===== src/rtl/fha_pkg.sv =====
// Types and constants shared by the handle allocator modules.
`timescale 1ns / 1ps

package fha_pkg;

    localparam int HANDLE_COUNT = 64;
    localparam int IDX_W        = (HANDLE_COUNT > 1) ? $clog2(HANDLE_COUNT) : 1;
    localparam int CNT_W        = $clog2(HANDLE_COUNT + 1);
    localparam int HANDLE_W     = 32;
    localparam int BASE_W       = 31;

    typedef enum logic [1:0] {
        ST_OK          = 2'd0,
        ST_NO_RESOURCE = 2'd1,
        ST_INVALID     = 2'd2
    } status_t;

    typedef enum logic {
        REQ_OPEN  = 1'b0,
        REQ_CLOSE = 1'b1
    } req_type_t;

    typedef logic [IDX_W-1:0] idx_t;

    // Control from the allocator engine to the free queue store.
    typedef struct packed {
        logic push;
        idx_t waddr;
        idx_t wdata;
        idx_t raddr;
    } fq_ctrl_t;

endpackage


===== src/rtl/fha_if.sv =====
// Request and response channel interfaces of the handle allocator.
`timescale 1ns / 1ps

interface fha_req_if;
    logic                                   valid;
    logic                                   ready;
    fha_pkg::req_type_t                     req_type;
    logic signed [fha_pkg::HANDLE_W-1:0]    handle;

    modport source (output valid, output req_type, output handle, input ready);
    modport sink   (input valid, input req_type, input handle, output ready);
endinterface

interface fha_rsp_if;
    logic                                   valid;
    logic                                   ready;
    logic signed [fha_pkg::HANDLE_W-1:0]    handle_out;
    fha_pkg::status_t                       status;

    modport source (output valid, output handle_out, output status, input ready);
    modport sink   (input valid, input handle_out, input status, output ready);
endinterface


===== src/rtl/fha_free_queue.sv =====
// Storage of the free pool indices with a registered head read port.
`timescale 1ns / 1ps

module fha_free_queue (
    input  logic              clk,
    input  logic              rst_n,
    input  fha_pkg::fq_ctrl_t ctrl,
    output fha_pkg::idx_t     head_entry
);

    fha_pkg::idx_t                  mem [fha_pkg::HANDLE_COUNT];
    logic [fha_pkg::HANDLE_COUNT-1:0] written_reg;
    fha_pkg::idx_t                  rd_data_reg;
    logic                           rd_written_reg;
    fha_pkg::idx_t                  rd_addr_reg;
    logic                           bypass;

    // A transfer written at the address being read this cycle is forwarded.
    assign bypass = ctrl.push && (ctrl.waddr == ctrl.raddr);

    // Entry store, written at the tail.
    always_ff @(posedge clk)
    begin
        if (ctrl.push)
        begin
            mem[ctrl.waddr] <= ctrl.wdata;
        end
    end

    // Registered read of the next head entry.
    always_ff @(posedge clk)
    begin
        if (bypass)
        begin
            rd_data_reg <= ctrl.wdata;
        end
        else
        begin
            rd_data_reg <= mem[ctrl.raddr];
        end
    end

    // Written flags and the read address; an unwritten entry holds its own index.
    always_ff @(posedge clk or negedge rst_n)
    begin
        if (!rst_n)
        begin
            written_reg    <= '0;
            rd_written_reg <= 1'b0;
            rd_addr_reg    <= '0;
        end
        else
        begin
            if (ctrl.push)
            begin
                written_reg[ctrl.waddr] <= 1'b1;
            end
            rd_written_reg <= written_reg[ctrl.raddr] || bypass;
            rd_addr_reg    <= ctrl.raddr;
        end
    end

    assign head_entry = rd_written_reg ? rd_data_reg : rd_addr_reg;

endmodule


===== src/rtl/fha_engine.sv =====
// Open and close decision logic with the queue pointers, count and in-use map.
`timescale 1ns / 1ps

module fha_engine (
    input  logic                                clk,
    input  logic                                rst_n,
    input  logic                                fire,
    input  fha_pkg::req_type_t                  req_type,
    input  logic signed [fha_pkg::HANDLE_W-1:0] handle,
    input  logic [fha_pkg::BASE_W-1:0]          handle_base,
    output logic signed [fha_pkg::HANDLE_W-1:0] handle_out,
    output fha_pkg::status_t                    status
);

    fha_pkg::idx_t                      head_reg, head_next;
    fha_pkg::idx_t                      tail_reg, tail_next;
    logic [fha_pkg::CNT_W-1:0]          count_reg, count_next;
    logic [fha_pkg::HANDLE_COUNT-1:0]   in_use_reg, in_use_next;
    fha_pkg::idx_t                      head_entry;
    fha_pkg::fq_ctrl_t                  fq_ctrl;
    logic [fha_pkg::HANDLE_W-1:0]       base_ext;
    logic [fha_pkg::HANDLE_W-1:0]       offset;
    fha_pkg::idx_t                      close_idx;
    logic                               is_close;
    logic                               open_ok;
    logic                               close_ok;
    logic                               pop;
    logic                               push;

    localparam fha_pkg::idx_t LAST_IDX = fha_pkg::IDX_W'(fha_pkg::HANDLE_COUNT - 1);

    // Map the handle back to a pool index and check it.
    assign base_ext  = {1'b0, handle_base};
    assign offset    = $unsigned(handle) - base_ext;
    assign close_idx = offset[fha_pkg::IDX_W-1:0];
    assign is_close  = (req_type == fha_pkg::REQ_CLOSE);
    assign open_ok   = (count_reg != '0);
    assign close_ok  = (offset < fha_pkg::HANDLE_W'(fha_pkg::HANDLE_COUNT))
                       && in_use_reg[close_idx]
                       && (count_reg < fha_pkg::CNT_W'(fha_pkg::HANDLE_COUNT));
    assign pop       = fire && !is_close && open_ok;
    assign push      = fire && is_close && close_ok;

    // Result of the request.
    always_comb
    begin
        if (is_close)
        begin
            handle_out = handle;
            status     = close_ok ? fha_pkg::ST_OK : fha_pkg::ST_INVALID;
        end
        else if (open_ok)
        begin
            handle_out = $signed(base_ext + fha_pkg::HANDLE_W'(head_entry));
            status     = fha_pkg::ST_OK;
        end
        else
        begin
            handle_out = '1;
            status     = fha_pkg::ST_NO_RESOURCE;
        end
    end

    // Pointer, count and map updates.
    always_comb
    begin
        head_next   = head_reg;
        tail_next   = tail_reg;
        count_next  = count_reg;
        in_use_next = in_use_reg;
        if (pop)
        begin
            head_next               = (head_reg == LAST_IDX) ? '0 : head_reg + 1'b1;
            count_next              = count_reg - 1'b1;
            in_use_next[head_entry] = 1'b1;
        end
        if (push)
        begin
            tail_next              = (tail_reg == LAST_IDX) ? '0 : tail_reg + 1'b1;
            count_next             = count_reg + 1'b1;
            in_use_next[close_idx] = 1'b0;
        end
    end

    always_ff @(posedge clk or negedge rst_n)
    begin
        if (!rst_n)
        begin
            head_reg   <= '0;
            tail_reg   <= '0;
            count_reg  <= fha_pkg::CNT_W'(fha_pkg::HANDLE_COUNT);
            in_use_reg <= '0;
        end
        else
        begin
            head_reg   <= head_next;
            tail_reg   <= tail_next;
            count_reg  <= count_next;
            in_use_reg <= in_use_next;
        end
    end

    // The store is read at the head that the next request will see.
    assign fq_ctrl.push  = push;
    assign fq_ctrl.waddr = tail_reg;
    assign fq_ctrl.wdata = close_idx;
    assign fq_ctrl.raddr = head_next;

    fha_free_queue u_free_queue (
        .clk        (clk),
        .rst_n      (rst_n),
        .ctrl       (fq_ctrl),
        .head_entry (head_entry)
    );

endmodule


===== src/rtl/fifo_handle_allocator_top.sv =====
// Top level of the handle allocator: request register, engine and response register.
//
// Requests arrive on the req channel (valid/ready); a transfer carries req_type and
// handle. Each request yields exactly one response on the rsp channel with
// handle_out and status, in request order.
// A taken request waits in the request register until the response register is free
// or being emptied; then it is processed and the response register is loaded.
// One request can be taken every cycle while the receiver takes responses; the pool
// state (head, tail, count, in-use map) is updated in the same cycle that a request
// is processed; the free queue head entry is read ahead at a registered read port.
// If the receiver stalls, the response holds and one further request waits in the
// request register; req.ready then drops until the response is taken.
// Reset clears both registers, fills the pool with indices 0 to HANDLE_COUNT-1 in
// order, clears the in-use map and sets handle_base to zero; no clearing pass is
// needed, so requests are taken right after reset. handle_base is to be written
// via cfg_wr_en/cfg_wr_data only while the block is idle; it does not enforce this.
`timescale 1ns / 1ps

module fifo_handle_allocator_top (
    input  logic                       clk,
    input  logic                       rst_n,
    input  logic                       cfg_wr_en,
    input  logic [fha_pkg::BASE_W-1:0] cfg_wr_data,
    fha_req_if.sink                    req,
    fha_rsp_if.source                  rsp
);

    logic [fha_pkg::BASE_W-1:0]          base_reg;
    logic                                in_valid_reg;
    fha_pkg::req_type_t                  in_type_reg;
    logic signed [fha_pkg::HANDLE_W-1:0] in_handle_reg;
    logic                                out_valid_reg;
    logic signed [fha_pkg::HANDLE_W-1:0] out_handle_reg;
    fha_pkg::status_t                    out_status_reg;
    logic signed [fha_pkg::HANDLE_W-1:0] eng_handle;
    fha_pkg::status_t                    eng_status;
    logic                                advance;
    logic                                req_take;

    // A request moves on when the response register is free or being emptied.
    assign advance  = in_valid_reg && (!out_valid_reg || rsp.ready);
    assign req.ready = !in_valid_reg || advance;
    assign req_take = req.valid && req.ready;

    // Handle base register.
    always_ff @(posedge clk or negedge rst_n)
    begin
        if (!rst_n)
        begin
            base_reg <= '0;
        end
        else if (cfg_wr_en)
        begin
            base_reg <= cfg_wr_data;
        end
    end

    // Request register.
    always_ff @(posedge clk or negedge rst_n)
    begin
        if (!rst_n)
        begin
            in_valid_reg <= 1'b0;
        end
        else if (req.ready)
        begin
            in_valid_reg <= req.valid;
        end
    end

    always_ff @(posedge clk)
    begin
        if (req_take)
        begin
            in_type_reg   <= req.req_type;
            in_handle_reg <= req.handle;
        end
    end

    fha_engine u_engine (
        .clk         (clk),
        .rst_n       (rst_n),
        .fire        (advance),
        .req_type    (in_type_reg),
        .handle      (in_handle_reg),
        .handle_base (base_reg),
        .handle_out  (eng_handle),
        .status      (eng_status)
    );

    // Response register.
    always_ff @(posedge clk or negedge rst_n)
    begin
        if (!rst_n)
        begin
            out_valid_reg <= 1'b0;
        end
        else if (advance)
        begin
            out_valid_reg <= 1'b1;
        end
        else if (rsp.ready)
        begin
            out_valid_reg <= 1'b0;
        end
    end

    always_ff @(posedge clk)
    begin
        if (advance)
        begin
            out_handle_reg <= eng_handle;
            out_status_reg <= eng_status;
        end
    end

    assign rsp.valid      = out_valid_reg;
    assign rsp.handle_out = out_handle_reg;
    assign rsp.status     = out_status_reg;

endmodule


===== src/flat_wrapper.sv =====
// flat-port wrapper written by rule: the top's interface ports become plain ports
module fifo_handle_allocator_top_flat 
  (clk, rst_n, cfg_wr_en, cfg_wr_data, req_valid, req_req_type, req_handle, req_ready, rsp_valid, rsp_handle_out, rsp_status, rsp_ready);
  fha_req_if req_i ();
  fha_rsp_if rsp_i ();
  input  logic clk;
  input  logic rst_n;
  input  logic cfg_wr_en;
  input  logic [fha_pkg::BASE_W-1:0] cfg_wr_data;
  input wire logic [$bits(req_i.valid)-1:0] req_valid;
  input wire logic [$bits(req_i.req_type)-1:0] req_req_type;
  input wire logic [$bits(req_i.handle)-1:0] req_handle;
  output wire logic [$bits(req_i.ready)-1:0] req_ready;
  output wire logic [$bits(rsp_i.valid)-1:0] rsp_valid;
  output wire logic [$bits(rsp_i.handle_out)-1:0] rsp_handle_out;
  output wire logic [$bits(rsp_i.status)-1:0] rsp_status;
  input wire logic [$bits(rsp_i.ready)-1:0] rsp_ready;
  assign req_i.valid = req_valid;
  assign req_i.req_type = req_req_type;
  assign req_i.handle = req_handle;
  assign req_ready = req_i.ready;
  assign rsp_valid = rsp_i.valid;
  assign rsp_handle_out = rsp_i.handle_out;
  assign rsp_status = rsp_i.status;
  assign rsp_i.ready = rsp_ready;
  fifo_handle_allocator_top u_core (.clk(clk), .rst_n(rst_n), .cfg_wr_en(cfg_wr_en), .cfg_wr_data(cfg_wr_data), .req(req_i), .rsp(rsp_i));
endmodule

===== config.mk =====
export PLATFORM = sky130hd
export DESIGN_NAME = fifo_handle_allocator_top_flat
export DESIGN_NICKNAME = d
export VERILOG_FILES = /design/src/rtl/fha_pkg.sv /design/src/rtl/fha_if.sv /design/src/rtl/fha_free_queue.sv /design/src/rtl/fha_engine.sv /design/src/rtl/fifo_handle_allocator_top.sv /design/src/flat_wrapper.sv
export SDC_FILE = /design/constraint.sdc
export NUM_CORES = 1
export LEC_CHECK = 0
export ABC_CLOCK_PERIOD_IN_PS = 8100
export BUFFER_PORTS_ARGS = -buffer_cell sky130_fd_sc_hd__buf_2
export CAP_MARGIN = 20
export CORE_MARGIN = 1.5
export CORE_UTILIZATION = 50
export CTS_CLUSTER_SIZE = 30
export DETAILED_ROUTE_END_ITERATION = 7
export PLACE_DENSITY = 0.67
export SYNTH_ARGS = -nofsm -noshare
export SYNTH_HDL_FRONTEND = slang
export SYNTH_HIERARCHICAL = 1
export SYNTH_SLANG_ARGS = --single-unit

===== constraint.sdc =====
create_clock -name clk -period 8.1 [get_ports clk]
set_input_delay 0.405 -clock clk [delete_from_list [all_inputs] [get_ports clk]]
set_output_delay 0.405 -clock clk [all_outputs]
set_load 0.01 [all_outputs]

Yosys cells after proc, flatten, opt, wreduce, memory -nomap -nowiden
Memory sizes are Yosys's and may differ from the RTL's. A register that Yosys moved wholly into a read port is not among the register bits.
Cells that the tools add are included.
{"block": "word_totals", "register_bits": 248, "ram_bits": 384, "in_bits": 69, "n_memories": 1}
{"name": "u_core.u_engine.u_free_queue.mem", "words": 64, "word_bits": 6, "rd": 1, "rd_clocked_by_memory_dff": 1, "write_ports": 1, "line_no": "fha_free_queue.sv:11", "text": "fha_pkg::idx_t mem [fha_pkg::HANDLE_COUNT];"}
{"block": "op_classes", "n_addsub": 6, "order_cmp": 9, "n_eq_ne": 3, "muxes": 27, "bitwise": 4, "reduce_logical": 21}
{"cell": "$mux W64", "count": 2}
{"cell": "$or A64 B64 Y64", "count": 2}
{"cell": "$and A64 B64 Y64", "count": 1}
{"cell": "$mux W32", "count": 2}
{"cell": "$not A64 Y64", "count": 1}
{"cell": "$add A31 B6 Y32", "count": 1}
{"cell": "$lt A32 B7 Y1 const B", "count": 1}
{"cell": "$sub A32 B31 Y32", "count": 1}
{"cell": "$lt A6 B7 Y1 const B", "count": 4}
{"cell": "$mux W6", "count": 4}
{"cell": "$demux W1 S6", "count": 3}
{"cell": "$ge A6 B1 Y1 const B", "count": 3}
{"cell": "$mux W7", "count": 2}
{"cell": "$add A6 B1 Y6 const B", "count": 2}
{"cell": "$bmux W1 S6", "count": 2}
{"cell": "$eq A6 B6 Y1 const B", "count": 2}
{"cell": "$logic_and A1 B1 Y1", "count": 12}
{"cell": "$mux W1", "count": 10}
{"cell": "$add A7 B1 Y7 const B", "count": 1}
{"cell": "$lt A7 B7 Y1 const B", "count": 1}
{"cell": "$reduce_bool A7 Y1", "count": 1}
{"cell": "$sub A7 B1 Y7 const B", "count": 1}
{"cell": "$eq A6 B6 Y1", "count": 1}
{"cell": "$mux W2", "count": 2}
{"cell": "3 further kinds", "count": 8}

Logic depth before layout (Yosys ltp)
Gate-level depths: netlist of the first run.
{"block": "logic_depth", "ltp_word": 9, "mapped_depth": 24, "ltp_nobuf": 23}

Modules after synthesis
Netlist of the first run, hierarchy kept.
{"mod": "fha_free_queue", "n_inst": 1, "cells_each": 907, "area_per_inst_um2": 18007.3}
{"mod": "fha_engine", "n_inst": 1, "cells_each": 1015, "area_per_inst_um2": 7901.3}
{"mod": "fifo_handle_allocator_top", "n_inst": 1, "cells_each": 140, "area_per_inst_um2": 3259.4}

Worst setup path after synthesis of the first run
Ideal clock, no wire load.
{"block": "synth_timing", "path_type": "reg-to-reg", "start": "reg u_core/base_reg[0] (netlist bit)", "end": "reg u_core/u_engine/count_reg[4] (netlist bit)", "arrival_ns": 5.458, "setup_slack_ns": 2.559, "stages_incl_launch_ff": 22, "n_path_buf": 1, "cell_sequence": "dfrtp_1 -> ha_1 -> fa_1 -> nor2b_1 -> o21a_1 -> or3_1 -> and2_1 -> clkbuf_1 -> nor4_1 -> nor2_1 -> nand3_1 -> and4b_1 -> nand4_1 -> nor4bb_1 -> fa_1 -> inv_1 -> a21oi_1 -> o21bai_1 -> xnor2_1 -> or3_1 -> o32a_1 -> o21ai_0"}
{"block": "synth_between", "elab_chain_cells": 7, "elab_cells_between_ends": 9}
{"item": "start: declaration", "line_no": "fifo_handle_allocator_top.sv:28", "text": "logic [fha_pkg::BASE_W-1:0] base_reg;"}
{"item": "start signal: assignment", "line_no": "fifo_handle_allocator_top.sv:54", "text": "base_reg <= cfg_wr_data;"}
{"item": "$sub A32 B31 Y32 (*)", "line_no": "fha_engine.sv:34", "text": "assign offset = $unsigned(handle) - base_ext;"}
{"item": "via u_core.u_engine.offset (one bit)", "line_no": "fha_engine.sv:22", "text": "logic [fha_pkg::HANDLE_W-1:0] offset;"}
{"item": "parallel branches: the longest is 2 deep, another holds $lt A32 B7 Y1"}
{"item": "$logic_and A1 B1 Y1 (*)", "line_no": "fha_engine.sv:39", "text": "&& in_use_reg[close_idx]"}
{"item": "$logic_and A1 B1 Y1 (*)", "line_no": "fha_engine.sv:40", "text": "&& (count_reg < fha_pkg::CNT_W'(fha_pkg::HANDLE_COUNT));"}
{"item": "$logic_and A1 B1 Y1 (*)", "line_no": "fha_engine.sv:42", "text": "assign push = fire && is_close && close_ok;"}
{"item": "via u_core.u_engine.push", "line_no": "fha_engine.sv:28", "text": "logic push;"}
{"item": "$mux W7 / $reduce_bool A2 Y1 (equally long branches)"}
{"item": "end signal: assignment", "line_no": "fha_engine.sv:91", "text": "count_reg <= fha_pkg::CNT_W'(fha_pkg::HANDLE_COUNT);"}
{"item": "end signal: assignment", "line_no": "fha_engine.sv:98", "text": "count_reg <= count_next;"}
{"item": "end: declaration", "line_no": "fha_engine.sv:17", "text": "logic [fha_pkg::CNT_W-1:0] count_reg, count_next;"}
Mark *: on every way through the listed nets, which the timed path passes. The select of a mux whose other input is x is not followed.
A chain may end at the register's enable or synchronous reset.

Worst setup path after layout of the first run
{"block": "layout_timing", "start": "reg u_core/base_reg[0] (netlist bit)", "end": "reg u_core/u_engine/count_reg[5] (netlist bit)"}
{"block": "layout_between", "elab_chain_cells": 7, "elab_cells_between_ends": 9}
{"item": "$sub A32 B31 Y32 (*)", "line_no": "fha_engine.sv:34"}
{"item": "via u_core.u_engine.offset (one bit)", "line_no": "fha_engine.sv:22"}
{"item": "parallel branches: the longest is 2 deep, another holds $lt A32 B7 Y1"}
{"item": "$logic_and A1 B1 Y1 (*)", "line_no": "fha_engine.sv:39"}
{"item": "$logic_and A1 B1 Y1 (*)", "line_no": "fha_engine.sv:40"}
{"item": "$logic_and A1 B1 Y1 (*)", "line_no": "fha_engine.sv:42"}
{"item": "$mux W7 / $reduce_bool A2 Y1 (equally long branches)"}
Marks and branches as above.

==> results.sh, run 1 <==
export IMPL_clk_insertion_delay_late_ns=0.62
export IMPL_place_ws_ns=1.73
export IMPL_min_period_ns=6.44
export IMPL_power_switching_share_pct=29.9
export IMPL_worstPathRequired_ns=8.63
export IMPL_power_frac_seq_pct=42.3
export IMPL_cts_htree_levels=3
export IMPL_dp_hpwl_mm=47.2
export IMPL_cts_sinks=644
export IMPL_die_area_um2=59800
export IMPL_worstMarginPinSlew_ns=1.15
export IMPL_root_buffer="clkbuf_16"
export IMPL_nFillCells=4580
export IMPL_power_density_nw_per_um2=288
export IMPL_yosysWarnings=6
export IMPL_path_class="reg -> reg"
export IMPL_drv_cap=0
export IMPL_ant_nets=0
export IMPL_die_y_um=245
export IMPL_setup_ws_ns=1.66
export IMPL_crit_path_start_kind="register"
export IMPL_r2r_start="u_core/base_reg[0]"
export IMPL_period_share_pct=79.5
export IMPL_synth_edf_count=451
export IMPL_critical_path_max_stage_delay_ns=1.09
export IMPL_ys_seq_elements=644
export IMPL_ys_flop_type="edfxtp_1"
export IMPL_grt_pass1_vias=18600
export IMPL_cellLeakagePower_nw=12.4
export IMPL_io_buffers=104
export IMPL_critPathLaunch="u_core/base_reg[0]"
export IMPL_route_vias_total=18507
export IMPL_max_slew_margin_pct=23.0
export IMPL_ioPinCount=105
export IMPL_routabilityCongestion=0.917
export IMPL_hold_violations=0
export IMPL_synth_area_um2=29200
export IMPL_ir_drop_v=0.000177
export IMPL_core_area_um2=57700
export IMPL_fmax_ghz=0.155
export IMPL_slew_viol_final=0
export IMPL_antenna_found_initial=2
export IMPL_crit_top_cell="a21oi_1"
export IMPL_synth_commonest_cells="edfxtp_1 (451), dfrtp_1 (186), a21oi_1 (173), nor2_1 (136), mux4_2 (114)"
export IMPL_hold_class="in -> reg"
export IMPL_worst_ep_arrival_time_ns=6.96
export IMPL_drtIter0Drc=1473
export IMPL_netlist_top_cell_by_area="edfxtp_1"
export IMPL_avgRoutedWirePerCell_um=23.4
export IMPL_rsz0062_at_grt="false"
export IMPL_ys_types=85
export IMPL_viasPerCell=6.09
export IMPL_clock_skew_ns=0.0339
export IMPL_critical_path_peak_fanout=67
export IMPL_area_growth_synth_to_final_pct=13.8
export IMPL_largest_reg_flops=384
export IMPL_p_comb_share_pct=24.8
export IMPL_grt_max_degree=75
export IMPL_synthArstFlopShare_pct=29.0
export IMPL_tns_ns=0
export IMPL_fin_nets=2333
export IMPL_grt_pass1_wl_mm=110
export IMPL_p_clk_share_pct=32.9
export IMPL_p_int_mw=6.70
export IMPL_drc=0
export IMPL_row_count=88
export IMPL_initial_core_util_pct=50.6
export IMPL_synth_cells=2062
export IMPL_ys_seq_area_share_pct=62.9
export IMPL_yosysMostFrequentCell="edfxtp_1"
export IMPL_yosys_top_cells_area="edfxtp_1 (46%), dfrtp_1 (16%), mux4_2 (8.8%)"
export IMPL_clockBufferDepth=3
export IMPL_crit_chain="ha_1, fa_1, inv_2, a2111oi_0, a21oi_1, and4_1, nor4_1, nor2_1, nand3_1, and4b_1, nand4_1, nand4bb_1, ha_1, a21o_1, a21oi_1, o21bai_1, a21oi_1, xor2_1, or3_1, o32a_1, o21ai_0"
export IMPL_syn_nets=2178
export IMPL_tritoncts="built"
export IMPL_drt_total_wl_mm=71.1
export IMPL_setup_violations_final=0
export IMPL_avgSynthCellArea_um2=14.1
export IMPL_drive_above_1_share_pct=22.6
export IMPL_cts_repair_resized=0
export IMPL_grt_use_total_pct=24.1
export IMPL_hold_start="cfg_wr_data[3]"
export IMPL_die_width_um=245
export IMPL_cts_setup_buffers=0
export IMPL_cts_buffers_inserted=68
export IMPL_synth_top_area_share_pct=46.4
export IMPL_status="finished clean"
export IMPL_critPathSlowestCell="fa_1"
export IMPL_multi_input_area_um2=10100
export IMPL_switchingPower_mw=2.86
export IMPL_critPathCaptureType="register"
export IMPL_overflow=0
export IMPL_cts_reportedPaths_clkPinSlew_ns=0.06
export IMPL_final_seq_area_um2=18400
export IMPL_dr_pass1_iters=5
==> what timing repair did <==
action / in CTS / in global routing
hold buffers: 41 / 0
endpoints found under the hold margin: 81 / 0
setup endpoints to repair: 0 / 0
==> kinds of logic (layout without fill, tap and decap cells) <==
logic type / Yosys count / after routing / synth area share, %
XOR/XNOR: 54 / 54 / 1.62
AO/OA/AOI/OAI: 402 / 402 / 8.65
flip-flops: 644 / 644 / 62.9
adder cells (fa/ha/maj): 47 / 47 / 2.09
other: 0 / 2 / 0
buffers and inverters: 172 / 382 / 2.65
multiplexers: 211 / 211 / 12.4
AND/OR/NAND/NOR: 532 / 532 / 9.68
==> layout by cell type, fill, tap and decap left out, drive strengths merged, types with 38 or more instances in the layout <==
| master | count |
|---|---|
| a21oi | 176 |
| a31oi | 39 |
| buf | 140 |
| clkbuf | 107 |
| dfrtp | 186 |
| dlygate4sd3 | 41 |
| edfxtp | 451 |
| ha | 44 |
| inv | 76 |
| mux2 | 61 |
| mux4 | 114 |
| nand2 | 92 |
| nand3 | 44 |
| nor2 | 137 |
| nor3 | 38 |
| o21ai | 50 |
| or2 | 70 |
| xnor2 | 43 |
==> path summary, 6_finish.rpt <==
kind	endpoint	slack (ns)	cells after the start
setup / recovery	u_core/u_engine/count_reg[5]	1.66	21
hold / removal	u_core/base_reg[3]	0.03	2
setup reg to reg	u_core/u_engine/count_reg[5]	1.66	21
hold reg to reg	u_core/u_engine/u_free_queue/written_reg[16]	0.46	1
max in group asynchronous	u_core/u_engine/u_free_queue/written_reg[50]	6.46	3
min in group asynchronous	u_core/base_reg[27]	0.29	2
==> worst max-delay path: cells and delay by family, from the launching register on <==
family / cells / cell delay (ns)
compound gates: 8 / 1.68
xor+xnor: 1 / 0.09
fa+ha+maj: 3 / 1.60
buf+inv: 1 / 0.65
flops: 1 / 0.40
simple gates: 8 / 1.88
==> final cells by class <==
type	count	area share [%]
well taps	765	2.88
diodes	2	0.0151
clock inverters	22	0.890
clock buffers	103	5.93
inverters	72	0.814
multi-input cells	1246	30.4
flip-flops and latches	644	55.3
repair buffers	185	3.82
==> per-stage QoR <==
stage | cell area, um2 | std cells | power [mW] | hold slack (ns) | utilization (%)
CTS | 33100 | 3031 | 9.61 | 0.00492 | 57.4
detailed placement | 30500 | 2865 | 6.45 | 0.387 | 52.8
global placement | 30500 | 2865 | 6.40 | 0.388 | 52.8
finish | 33200 | 3039 | 9.56 | 0.0301 | 57.5
floorplan | 29200 | 2062 | 5.69 | 0.109 | -
global route | 33200 | 3038 | 9.96 | 0.0141 | 57.5
==> routing by layer <==
metal / part of all wire, % / global-route usage [%]
met1: 43 / 33.0
met5: 0 / 0
met3: 6.3 / 4.73
met2: 48 / 39.0
met4: 2.5 / 7.68
==> power by group through the flow <==
| stage | sequential [mW] | combinational (mW) | clock, mW |
|---|---|---|---|
| after CTS | 4.05 | 2.36 | 3.21 |
| after floorplan | 3.98 | 1.71 | 0 |
| final | 4.05 | 2.37 | 3.15 |
| after detailed placement | 4.11 | 2.33 | 0 |
| after global routing | 4.07 | 2.54 | 3.35 |
| after global placement | 4.11 | 2.29 | 0 |
Power figures use the tool's default switching activity.
==> run 2, diff against run 1 <==
--- a/config.mk
+++ b/config.mk
@@ -5,14 +5,15 @@
 export SDC_FILE = /design/constraint.sdc
 export NUM_CORES = 1
 export LEC_CHECK = 0
-export ABC_CLOCK_PERIOD_IN_PS = 8100
+export ABC_AREA = 1
+export ABC_CLOCK_PERIOD_IN_PS = 5400
 export BUFFER_PORTS_ARGS = -buffer_cell sky130_fd_sc_hd__buf_2
 export CAP_MARGIN = 20
 export CORE_MARGIN = 1.5
 export CORE_UTILIZATION = 50
 export CTS_CLUSTER_SIZE = 30
 export DETAILED_ROUTE_END_ITERATION = 7
-export PLACE_DENSITY = 0.67
+export PLACE_DENSITY = 0.69
 export SYNTH_ARGS = -nofsm -noshare
 export SYNTH_HDL_FRONTEND = slang
 export SYNTH_HIERARCHICAL = 1
==> constraint.sdc (replaced) <==
create_clock -name clk -period 5.4 [get_ports clk]
set_input_delay 0.27 -clock clk [delete_from_list [all_inputs] [get_ports clk]]
set_output_delay 0.27 -clock clk [all_outputs]
set_load 0.01 [all_outputs]
==> run 2 against run 1 <==
Effect of this change:
- register-to-register slack got worse by 1.2 ns
- maximum frequency rose by 31%
- synthesized cell count rose by 69%
- clock skew fell by 0.00072 ns
- synthesized area rose by 8.2%
- core utilization rose by 0.31 points
- power rose by 65%
- routed wire length rose by 19%
- critical path type unchanged
- highest routed layer is now met5
==> results.sh, run 2 <==
export IMPL_root_buffer="clkbuf_16"
export IMPL_overflow=0
export IMPL_route_vias_total=24754
export IMPL_synth_top_area_share_pct=42.9
export IMPL_rsz0062_at_grt="false"
export IMPL_grt_pass1_wl_mm=133
export IMPL_tritoncts="built"
export IMPL_critPathLaunch="u_core/base_reg[0]"
export IMPL_initial_core_util_pct=50.8
export IMPL_drt_total_wl_mm=84.4
export IMPL_dr_pass1_iters=6
export IMPL_grt_use_total_pct=26.6
export IMPL_placed_area_um2=32900
export IMPL_slew_viol_final=0
export IMPL_drc=0
export IMPL_period_share_pct=90.8
export IMPL_met1_usage_pct=36.4
export IMPL_path_class="reg -> reg"
export IMPL_critPathSlowestCell="nor2_1"
export IMPL_drive_above_1_share_pct=10.8
export IMPL_setup_violations_final=0
export IMPL_die_width_um=254
export IMPL_r2r_start="u_core/base_reg[0]"
export IMPL_yosysWarnings=6
export IMPL_area_growth_synth_to_final_pct=13.8
export IMPL_crit_chain="ha_2, fa_1, xnor2_2, clkinv_1, nand2_1, nand3_1, nand3_1, nand2_1, a21oi_1, nand3_1, nor2_1, nand3_4, inv_2, nand2_1, nor2_1"
export IMPL_fin_area_um2=35900
export IMPL_ys_seq_elements=644
export IMPL_drv_cap=0
export IMPL_ys_types=50
export IMPL_routabilityCongestion=0.929
export IMPL_ys_flop_type="edfxtp_1"
export IMPL_io_buffers=104
export IMPL_grt_use_met3_pct=4.54
export IMPL_worst_ep_arrival_time_ns=5.15
export IMPL_avgRoutedWirePerCell_um=18.6
export IMPL_ys_seq_area_share_pct=58.1
export IMPL_critical_path_max_stage_delay_ns=0.72
export IMPL_synth_cells=3481
export IMPL_core_area_um2=62100
export IMPL_worstPathRequired_ns=5.65
export IMPL_nFillCells=5455
export IMPL_largest_reg_flops=384
export IMPL_cts_setup_buffers=0
export IMPL_ant_nets=0
export IMPL_hold_slack_ns=0.243
export IMPL_viasPerCell=5.45
export IMPL_timing_rr_end="u_core/u_engine/u_free_queue/mem[27][1]"
export IMPL_drtIter0Drc=2159
export IMPL_ff2ff_path_depth=15
export IMPL_crit_path_start_kind="register"
export IMPL_fin_nets=3769
export IMPL_mostFrequentLayoutCells="nand2_1 (1088), nand3_1 (493), edfxtp_1 (451)"
export IMPL_yosysMostFrequentCell="nand2_1"
export IMPL_fmax_ghz=0.204
export IMPL_die_y_um=254
export IMPL_grt_pass1_vias=23739
export IMPL_critical_path_peak_fanout=15
export IMPL_tns_ns=0
export IMPL_max_slew_margin_pct=23.2
export IMPL_synth_area_um2=31500
export IMPL_netlist_top_cell_by_area="edfxtp_1"
export IMPL_grt_max_degree=139
export IMPL_clk_insertion_delay_late_ns=0.64
export IMPL_hold_class="in -> async"
export IMPL_antenna_found_initial=1
export IMPL_clock_skew_ns=0.0331
export IMPL_cts_reportedPaths_clkPinSlew_ns=0.06
export IMPL_dp_hpwl_mm=53.0
export IMPL_die_area_um2=64600
export IMPL_cts_sinks=644
export IMPL_ioPinCount=105
export IMPL_cts_buffers_inserted=68
export IMPL_synth_edf_count=451
export IMPL_row_count=91
export IMPL_min_period_ns=4.90
export IMPL_n_antenna_cell=0
export IMPL_clockBufferDepth=3
export IMPL_syn_nets=3597
export IMPL_gr_max_usage_layer="met2"
export IMPL_r2r_slack_ns=0.50
export IMPL_grt_util_met2_pct=42.8
export IMPL_yosys_top_cells_area="edfxtp_1 (43%), dfrtp_1 (15%), nand2_1 (13%)"
export IMPL_synth_commonest_cells="nand2_1 (1088), nand3_1 (494), edfxtp_1 (451), inv_1 (370), nor2_1 (219)"
export IMPL_ir_drop_v=0.000308
export IMPL_cts_htree_levels=3
export IMPL_final_common_cell="nand2_1"
export IMPL_cellLeakagePower_nw=15.4
export IMPL_power_mw=15.7
export IMPL_hold_violations=0
export IMPL_avgSynthCellArea_um2=9.06
export IMPL_critPathCaptureType="register"
export IMPL_synthArstFlopShare_pct=29.0
export IMPL_status="finished clean"
export IMPL_worstMarginPinSlew_ns=1.14
export IMPL_power_density_nw_per_um2=438
[run 2: changes by cell type after synthesis, moves of 36 or more]
cell / delta
mux2_2: -59
nor2_1: +83
buf_2: +36
o21ai_0: +59
inv_1: +299
nand3_1: +450
xnor2_1: -39
mux4_2: -114
a21oi_1: -108
nand2_1: +996
[run 2: kinds of logic (layout without fill, tap and decap cells)]
| group | Yosys count | count (layout) | share of synthesized area, % |
|---|---|---|---|
| buf+inv | 516 | 744 | 7.00 |
| flops | 644 | 644 | 58.1 |
| fa+ha+maj | 47 | 47 | 1.94 |
| compound gates | 299 | 299 | 5.91 |
| simple gates | 1954 | 1954 | 26.3 |
| xor+xnor | 20 | 20 | 0.639 |
| mux | 1 | 1 | 0.0317 |
[run 2: worst max path at each step]
stage	end	depth (start not counted)	slack, ns
finish	u_core/u_engine/u_free_queue/mem[27][1]	15	0.50
global route	u_core/u_engine/count_reg[6]	22	0.05
CTS	u_core/rsp.handle_out[20]	24	0.50
detailed placement	u_core/u_engine/count_reg[6]	22	0.53
global placement	u_core/u_engine/count_reg[6]	22	0.54
floorplan	u_core/u_engine/count_reg[5]	24	0.73
[run 2: critical path: cells and delay by family (launching register included)]
| kind | cells | cell delay [ns] |
|---|---|---|
| buf+inv | 2 | 0.73 |
| simple gates | 9 | 2.07 |
| xor+xnor | 1 | 0.52 |
| flops | 1 | 0.41 |
| compound gates | 1 | 0.16 |
| fa+ha+maj | 2 | 0.63 |
[run 2: metal layers]
layer / up-vias / wire (um)
li1: 11893 / -
met1: 11715 / 36000
met2: 968 / 39400
met3: 176 / 6110
met4: 2 / 2810
met5: - / 15
[run 2: what timing repair did]
| action | CTS | global route |
|---|---|---|
| endpoints found under the hold margin | 151 | 0 |
| hold buffers | 68 | 0 |
| setup endpoints to repair | 0 | 3 |
| gates resized for setup | 0 | 1 |
[run 2: layout make-up]
cell class / instances / area [um2] / share of cell area (%)
clock inverter: 35 / 399 / 1.11
inverter: 384 / 1450 / 4.03
timing repair buffer: 234 / 1770 / 4.93
sequential: 644 / 18400 / 51.1
tap: 837 / 1050 / 2.92
clock buffer: 91 / 1830 / 5.10
multi-input combinational: 2321 / 11000 / 30.8
[run 2: power by group]
group / internal (mW) / switching, mW / total, mW / leakage, nW
sequential: 5.77 / 0.179 / 5.95 / 6.42
clock: 2.71 / 1.99 / 4.69 / 1.09
combinational: 1.49 / 3.61 / 5.09 / 7.92
[run 2: stage by stage]
| step | cells | setup slack, ns | utilization (%) |
|---|---|---|---|
| finish | 4546 | 0.496 | 57.8 |
| global route | 4546 | 0.0513 | 57.8 |
| CTS | 4541 | 0.502 | 57.8 |
| detailed placement | 4347 | 0.530 | 53.1 |
| global placement | 4346 | 0.541 | 53.1 |
| floorplan | 3481 | 0.726 | - |
